===== src/design/tfr_pkg.sv =====
`default_nettype none
// ----------------------------------------------------------------------------
// tfr_pkg
// Shared types and constants of the telemetry frame receiver.
// ----------------------------------------------------------------------------
package tfr_pkg;

  localparam int unsigned ByteW   = 8;
  localparam int unsigned PosW    = 9;
  localparam int unsigned CfgIdxW = 2;
  localparam int unsigned CfgW    = 8;

  localparam logic [CfgIdxW-1:0] CfgHeader = 2'd0;
  localparam logic [CfgIdxW-1:0] CfgSource = 2'd1;

  localparam logic [ByteW-1:0] HeaderReset = 8'hAA;
  localparam logic [ByteW-1:0] SourceReset = 8'hAF;

  // buffer index of the first payload byte
  localparam logic [PosW-1:0] PayloadBase = 9'd5;

  typedef enum logic [2:0] {
    PH_HEADER  = 3'd0,
    PH_SOURCE  = 3'd1,
    PH_DEST    = 3'd2,
    PH_FUNC    = 3'd3,
    PH_LENGTH  = 3'd4,
    PH_PAYLOAD = 3'd5,
    PH_SUM     = 3'd6
  } phase_e;

  typedef struct packed {
    logic            store_en;
    logic [PosW-1:0] buf_position;
    logic            frame_done;
  } res_t;

endpackage
`default_nettype wire


===== src/design/tfr_rx_if.sv =====
`default_nettype none
// ----------------------------------------------------------------------------
// tfr_rx_if
// Received byte channel: valid/ready handshake with one byte of payload.
// ----------------------------------------------------------------------------
interface tfr_rx_if;
  logic       valid;
  logic       ready;
  logic [7:0] rx_byte;

  modport source (output valid, output rx_byte, input ready);
  modport sink   (input valid, input rx_byte, output ready);
endinterface
`default_nettype wire


===== src/design/tfr_res_if.sv =====
`default_nettype none
// ----------------------------------------------------------------------------
// tfr_res_if
// Result channel: per-byte store flag, buffer position and frame end flag.
// ----------------------------------------------------------------------------
interface tfr_res_if;
  logic       valid;
  logic       ready;
  logic       store_en;
  logic [8:0] buf_position;
  logic       frame_done;

  modport source (output valid, output store_en, output buf_position,
                  output frame_done, input ready);
  modport sink   (input valid, input store_en, input buf_position,
                  input frame_done, output ready);
endinterface
`default_nettype wire


===== src/design/tfr_parser.sv =====
`default_nettype none
// ----------------------------------------------------------------------------
// tfr_parser
// Frame phase tracker: classifies each accepted byte and advances the phase.
// ----------------------------------------------------------------------------
module tfr_parser
  import tfr_pkg::*;
(
  input  wire logic             clk_i,
  input  wire logic             rst_ni,
  input  wire logic             take_i,
  input  wire logic [ByteW-1:0] byte_i,
  input  wire logic [ByteW-1:0] header_i,
  input  wire logic [ByteW-1:0] source_i,
  output res_t                  res_o
);

  phase_e           phase_q, phase_d;
  logic [ByteW-1:0] left_q, left_d;
  logic [ByteW-1:0] count_q, count_d;
  logic [PosW-1:0]  pay_pos;

  assign pay_pos = PayloadBase + PosW'(count_q);

  always_ff @(posedge clk_i or negedge rst_ni) begin
    if (!rst_ni) begin
      phase_q <= PH_HEADER;
      left_q  <= '0;
      count_q <= '0;
    end else if (take_i) begin
      phase_q <= phase_d;
      left_q  <= left_d;
      count_q <= count_d;
    end
  end

  always_comb begin
    phase_d = phase_q;
    left_d  = left_q;
    count_d = count_q;
    res_o   = '0;
    case (phase_q)
      PH_HEADER: begin
        if (byte_i == header_i) begin
          res_o.store_en = 1'b1;
          phase_d        = PH_SOURCE;
        end
      end
      PH_SOURCE: begin
        // a mismatch drops the byte, even a header value
        if (byte_i == source_i) begin
          res_o.store_en     = 1'b1;
          res_o.buf_position = PosW'(1);
          phase_d            = PH_DEST;
        end else begin
          phase_d = PH_HEADER;
        end
      end
      PH_DEST: begin
        res_o.store_en     = 1'b1;
        res_o.buf_position = PosW'(2);
        phase_d            = PH_FUNC;
      end
      PH_FUNC: begin
        res_o.store_en     = 1'b1;
        res_o.buf_position = PosW'(3);
        phase_d            = PH_LENGTH;
      end
      PH_LENGTH: begin
        res_o.store_en     = 1'b1;
        res_o.buf_position = PosW'(4);
        left_d             = byte_i;
        count_d            = '0;
        phase_d            = (byte_i == '0) ? PH_SUM : PH_PAYLOAD;
      end
      PH_PAYLOAD: begin
        if (left_q != '0) begin
          res_o.store_en     = 1'b1;
          res_o.buf_position = pay_pos;
          count_d            = count_q + ByteW'(1);
          left_d             = left_q - ByteW'(1);
          if (left_q == ByteW'(1)) begin
            phase_d = PH_SUM;
          end
        end else begin
          phase_d = PH_HEADER;
        end
      end
      PH_SUM: begin
        res_o.store_en     = 1'b1;
        res_o.frame_done   = 1'b1;
        res_o.buf_position = pay_pos;
        phase_d            = PH_HEADER;
      end
      default: begin
        phase_d = PH_HEADER;
      end
    endcase
  end

endmodule
`default_nettype wire


===== src/design/tfr_out_stage.sv =====
`default_nettype none
// ----------------------------------------------------------------------------
// tfr_out_stage
// Result register: holds one result until the sink takes the transaction.
// ----------------------------------------------------------------------------
module tfr_out_stage
  import tfr_pkg::*;
(
  input  wire logic  clk_i,
  input  wire logic  rst_ni,
  input  wire logic  load_i,
  input  wire res_t  res_i,
  output logic       free_o,
  tfr_res_if.source  res_o
);

  logic valid_q;
  res_t data_q;

  // the register frees up in the same cycle its content is taken
  assign free_o = !valid_q || res_o.ready;

  always_ff @(posedge clk_i or negedge rst_ni) begin
    if (!rst_ni) begin
      valid_q <= 1'b0;
    end else if (free_o) begin
      valid_q <= load_i;
    end
  end

  always_ff @(posedge clk_i) begin
    if (load_i && free_o) begin
      data_q <= res_i;
    end
  end

  assign res_o.valid        = valid_q;
  assign res_o.store_en     = data_q.store_en;
  assign res_o.buf_position = data_q.buf_position;
  assign res_o.frame_done   = data_q.frame_done;

endmodule
`default_nettype wire


===== src/design/telemetry_frame_receiver.sv =====
`default_nettype none
// ----------------------------------------------------------------------------
// telemetry_frame_receiver
// Byte-wise parser for header/source/dest/function/length/payload/sum frames.
// ----------------------------------------------------------------------------
// Each accepted byte gives exactly one registered result in the next cycle:
// store_en says whether the byte belongs to a frame, buf_position its buffer
// index (0..260) and frame_done marks the trailing sum byte, which is not
// checked. One byte is taken every cycle unless stalled; the only storage
// between the sides is the result register, so rx ready follows res ready
// while a result is waiting. The header and source values are written
// through the cfg port (index 0 and 1) and apply from the next byte on.
module telemetry_frame_receiver
  import tfr_pkg::*;
(
  input  wire logic               clk_i,
  input  wire logic               rst_ni,
  input  wire logic               cfg_we_i,
  input  wire logic [CfgIdxW-1:0] cfg_idx_i,
  input  wire logic [CfgW-1:0]    cfg_wdata_i,
  tfr_rx_if.sink                  rx_i,
  tfr_res_if.source               res_o
);

  logic [ByteW-1:0] header_q;
  logic [ByteW-1:0] source_q;
  logic             free;
  logic             take;
  res_t             res;

  always_ff @(posedge clk_i or negedge rst_ni) begin
    if (!rst_ni) begin
      header_q <= HeaderReset;
      source_q <= SourceReset;
    end else if (cfg_we_i) begin
      case (cfg_idx_i)
        CfgHeader: header_q <= cfg_wdata_i;
        CfgSource: source_q <= cfg_wdata_i;
        default: ;
      endcase
    end
  end

  assign rx_i.ready = free;
  assign take       = rx_i.valid && free;

  tfr_parser u_parser (
    .clk_i    (clk_i),
    .rst_ni   (rst_ni),
    .take_i   (take),
    .byte_i   (rx_i.rx_byte),
    .header_i (header_q),
    .source_i (source_q),
    .res_o    (res)
  );

  tfr_out_stage u_out (
    .clk_i  (clk_i),
    .rst_ni (rst_ni),
    .load_i (take),
    .res_i  (res),
    .free_o (free),
    .res_o  (res_o)
  );

endmodule
`default_nettype wire


===== src/flat_wrapper.sv =====
// flat-port wrapper written by rule: the top's interface ports become plain ports
module telemetry_frame_receiver_flat import tfr_pkg::*;
  (clk_i, rst_ni, cfg_we_i, cfg_idx_i, cfg_wdata_i, rx_i_valid, rx_i_rx_byte, rx_i_ready, res_o_valid, res_o_store_en, res_o_buf_position, res_o_frame_done, res_o_ready);
  tfr_rx_if rx_i_i ();
  tfr_res_if res_o_i ();
  input  wire logic clk_i;
  input  wire logic rst_ni;
  input  wire logic cfg_we_i;
  input  wire logic [CfgIdxW-1:0] cfg_idx_i;
  input  wire logic [CfgW-1:0] cfg_wdata_i;
  input wire logic [$bits(rx_i_i.valid)-1:0] rx_i_valid;
  input wire logic [$bits(rx_i_i.rx_byte)-1:0] rx_i_rx_byte;
  output wire logic [$bits(rx_i_i.ready)-1:0] rx_i_ready;
  output wire logic [$bits(res_o_i.valid)-1:0] res_o_valid;
  output wire logic [$bits(res_o_i.store_en)-1:0] res_o_store_en;
  output wire logic [$bits(res_o_i.buf_position)-1:0] res_o_buf_position;
  output wire logic [$bits(res_o_i.frame_done)-1:0] res_o_frame_done;
  input wire logic [$bits(res_o_i.ready)-1:0] res_o_ready;
  assign rx_i_i.valid = rx_i_valid;
  assign rx_i_i.rx_byte = rx_i_rx_byte;
  assign rx_i_ready = rx_i_i.ready;
  assign res_o_valid = res_o_i.valid;
  assign res_o_store_en = res_o_i.store_en;
  assign res_o_buf_position = res_o_i.buf_position;
  assign res_o_frame_done = res_o_i.frame_done;
  assign res_o_i.ready = res_o_ready;
  telemetry_frame_receiver u_core (.clk_i(clk_i), .rst_ni(rst_ni), .cfg_we_i(cfg_we_i), .cfg_idx_i(cfg_idx_i), .cfg_wdata_i(cfg_wdata_i), .rx_i(rx_i_i), .res_o(res_o_i));
endmodule

===== config.mk =====
export PLATFORM = sky130hd
export DESIGN_NAME = telemetry_frame_receiver_flat
export DESIGN_NICKNAME = d
export VERILOG_FILES = /design/src/design/tfr_pkg.sv /design/src/design/tfr_rx_if.sv /design/src/design/tfr_res_if.sv /design/src/design/tfr_parser.sv /design/src/design/tfr_out_stage.sv /design/src/design/telemetry_frame_receiver.sv /design/src/flat_wrapper.sv
export SDC_FILE = /design/constraint.sdc
export NUM_CORES = 1
export LEC_CHECK = 0
export ABC_AREA = 1
export ABC_CLOCK_PERIOD_IN_PS = 2230
export BUFFER_PORTS_ARGS = -buffer_cell sky130_fd_sc_hd__buf_4
export CORE_MARGIN = 4
export CORE_UTILIZATION = 57
export DETAILED_ROUTE_END_ITERATION = 16
export HOLD_SLACK_MARGIN = 0.05
export PLACE_DENSITY = 0.79
export SYNTH_ARGS = -nofsm -noshare
export SYNTH_HDL_FRONTEND = slang
export SYNTH_SLANG_ARGS = --single-unit

===== constraint.sdc =====
create_clock -name clk_i -period 2.23 [get_ports clk_i]
set_input_delay 0.446 -clock clk_i [delete_from_list [all_inputs] [get_ports clk_i]]
set_output_delay 0.446 -clock clk_i [all_outputs]
set_load 0.1 [all_outputs]

==> flow_summary_export.csv <==
group,metric,value,unit
timing,tightest_slew,542,ps
yosys,synth_area_leaders,"dfrtp_1 (24%), nand2_1 (12%), edfxtp_1 (12%), dfstp_2 (9.7%), inv_1 (5.7%)",
run_status,status,"finished, final reports clean",
finish,fillerInstances,363,
timing,setup_violations,0,
cts,clk_latency,310,ps
job,drv_cap,0,
placed_design,finalWeightedCongestion,0.862,
routing,num_vias,2250,
finish,nets,395,
global_route,grt_pass1_vias,2049,
yosys,synth.distinct_cells,36,
cts,root_buffer,"clkbuf_8",
global_route,use_met3,0.0410,
setup_path,r2r_start,"u_core.u_parser.left_q[0]",
setup_path,worstPathRequired,2300,ps
placed_design,io_buffers,35,
power_and_ir_drop,power_switching,1.33,mW
power_and_ir_drop,internal-power,1.83,mW
setup_path,cpMaxStageDelayCell,"dfrtp_1",
cts,cts-resized-gates,0,
setup_path,r2r-end,"u_core.u_out.res_o.buf_position[7]",
routing,wire_per_inst,12.6,um
global_route,gr-total-overflow,0,
finish,n_antenna_cell,0,
worst_hold_path,worst_hold_path_type,"in -> async",
cts,hold_buffers,0,
yosys,synth_top_cell_area_share,0.241,
floorplan,die_h,76.8,um
setup_path,crit_path_start,"u_core.u_parser.left_q[0]",
setup_path,critPathArrivalTime,1820,ps
cts,cts_tree,"built",
finish,multi_input_area,1250,um^2
routing,vias_per_cell,5.34,
cts,cts_made_buffers,5,
setup_path,crit_end,"u_core.u_out.res_o.buf_position[7]",
placed_design,dp.cells,413,
floorplan,core,4470,um^2
finish,area_growth_syn_to_layout,14.9,%
timing,whs,74.6,ps
global_route,use_met1,0.254,
finish,stdcell_count,421,
timing,period_share,0.785,
setup_path,r2r_cells,9,
timing,hold_viol_final,0,
timing,relSlewSlack,0.637,
setup_path,slowest_delay,410,ps
floorplan,rows,24,
floorplan,io_pins,36,
yosys,syn-num-nets,359,
routing,drc,0,
yosys,syn_area,2700,um^2
setup_path,reg2reg_slack,480,ps
setup_path,critPathKind,"reg -> reg",
floorplan,die-width,76.8,um
global_route,grt_pass1_wl,9.18,mm
routing,wl,5.31,mm
setup_path,critPathBufInv,2,
timing,slew_viol_final,0,
setup_path,cp-start-kind,"register",
cts,cts_max_level,2,
finish,regArea,1240,um^2
power_and_ir_drop,p_leak,1.49,nW
yosys,syn_inst,332,
routing,ant_nets,0,
floorplan,die_area,5900,um^2
yosys,synth_top_area_cell,"dfrtp_1",
setup_path,cp_top_family,"simple AND/OR/NAND/NOR gates",
cts,clk_pin_slew,90,ps
routing,dr.pass1.iters,4,
yosys,synth-seq-cells,47,
timing,fmax,572,MHz
setup_path,cp_max_fo,8,
timing,fin_skew,8.12,ps
global_route,grt_usage,0.192,
power_and_ir_drop,power_frac_comb,0.386,
setup_path,worstSetupPathDepth,9,
power_and_ir_drop,power,3.16,mW
yosys,seq_area_frac_synth,0.460,
finish,final_common_cell,"nand2_1",
finish,final_cell_mix,"nand2_1 (88), inv_1 (41), buf_4 (35), nor2_1 (28), dfrtp_1 (25)",
power_and_ir_drop,p_seq_frac,0.419,
setup_path,crit_path_cell_trace,"inv_1 > ha_1 > nand2_4 > nor2_8 > nor2_8 > nor2_4 > inv_2 > o21ai_1 > a21oi_2",
cts,cts_max_path_buffers,2,
setup_path,cp_common_cell,"nor2_8",
cts,clock-sinks,47,
power_and_ir_drop,swShare,0.422,
power_and_ir_drop,clkPwrFrac,0.195,
timing,rsz0062_at_grt,"no",
global_route,busiest_layer,"met2",
global_route,antenna_found_initial,0,
finish,drive_above_1_share,0.201,
global_route,grt_max_degree,37,
setup_path,cp-end-kind,"register",
timing,fin_tns_setup,0,ps
yosys,syn_area_per_cell,8.14,um^2
routing,first_iter_violations,117,
cts,cts_setup_buffers,0,
power_and_ir_drop,p_per_area,1020,nW/um^2
timing,period_minus_slack,1750,ps
placed_design,place_hpwl,4.04,mm
yosys,synth_warnings,0,
global_route,gr-usage-met2,0.302,
power_and_ir_drop,ir_drop,0.000549,V
floorplan,start_util,0.604,
metal layers:
| layer | vias to the layer above | part of all wire |
|---|---|---|
| li1 | 1147 | - |
| met1 | 1022 | 0.44 |
| met2 | 68 | 0.47 |
| met3 | 13 | 0.074 |
| met4 | 0 | 0.023 |
| met5 | - | 0 |
worst min path at each step:
| stage | start | end | slack [ps] | cells past startpoint |
|---|---|---|---|---|
| after floorplan | rst_ni | u_core.header_q[0] | 150 | 0 |
| after global placement | rst_ni | u_core.header_q[0] | 430 | 1 |
| after detailed placement | rst_ni | u_core.header_q[0] | 430 | 1 |
| after CTS | rst_ni | u_core.header_q[2] | 90 | 1 |
| after global routing | rst_ni | u_core.header_q[2] | 120 | 1 |
| final | rst_ni | u_core.u_parser.count_q[1] | 70 | 1 |
through the flow:
step / util / setup WS [ps] / cell area [um^2]
2_1_floorplan: - / 213 / 2710
3_3_place_gp: 0.670 / 571 / 3000
3_5_place_dp: 0.670 / 519 / 3000
4_1_cts: 0.694 / 479 / 3100
5_1_grt: 0.694 / 279 / 3100
6_report: 0.694 / 480 / 3100
cells in the mapped netlist, drive strengths merged:
library cell,n
clkbuf,2
buf,4
nor3b,1
a31oi,1
a21oi,9
nand4,8
nand3b,3
a21boi,1
xnor2,9
dfstp,10
dfrtp,26
nor2,34
nor4,2
xor2,7
edfxtp,11
inv,46
nand3,16
o31ai,3
o22ai,3
o211ai,2
nand2,94
o21ai,32
ha,4
nor3,4
power groups by stage:
| stage | clock network (mW) | registers (mW) | logic [mW] |
|---|---|---|---|
| floorplan | 0 | 1.49 | 0.784 |
| global placement | 0 | 1.33 | 1.19 |
| detailed placement | 0 | 1.34 | 1.21 |
| CTS | 0.624 | 1.32 | 1.22 |
| global route | 0.656 | 1.35 | 1.36 |
| finish | 0.615 | 1.32 | 1.22 |
registers in the layout, indices dropped and copies added, names as in the netlist:
name	flops
u_core.u_out.res_o.valid	1
u_core.u_parser.phase_q	3
u_core.u_out.res_o.buf_position	9
u_core.u_out.res_o.store_en	1
u_core.u_parser.left_q	8
u_core.u_out.res_o.frame_done	1
u_core.header_q	8
u_core.u_parser.count_q	8
u_core.source_q	8
cells by family (layout without fill, tap and decap cells):
| logic type | count (synthesis) | count (layout) | share of synthesized area |
|---|---|---|---|
| simple gates | 162 | 162 | 0.286 |
| buf+inv | 52 | 89 | 0.0783 |
| compound gates | 51 | 51 | 0.105 |
| flops | 47 | 47 | 0.460 |
| xor+xnor | 16 | 16 | 0.0519 |
| fa+ha+maj | 4 | 4 | 0.0185 |
area by class of cell:
type	instances	area share
well taps	52	0.0210
multi-input cells	233	0.402
flip-flops and latches	47	0.401
clock buffers	5	0.0222
inverters	46	0.0564
clock inverters	3	0.0125
repair buffers	35	0.0846
Power figures use the tool's default switching activity.
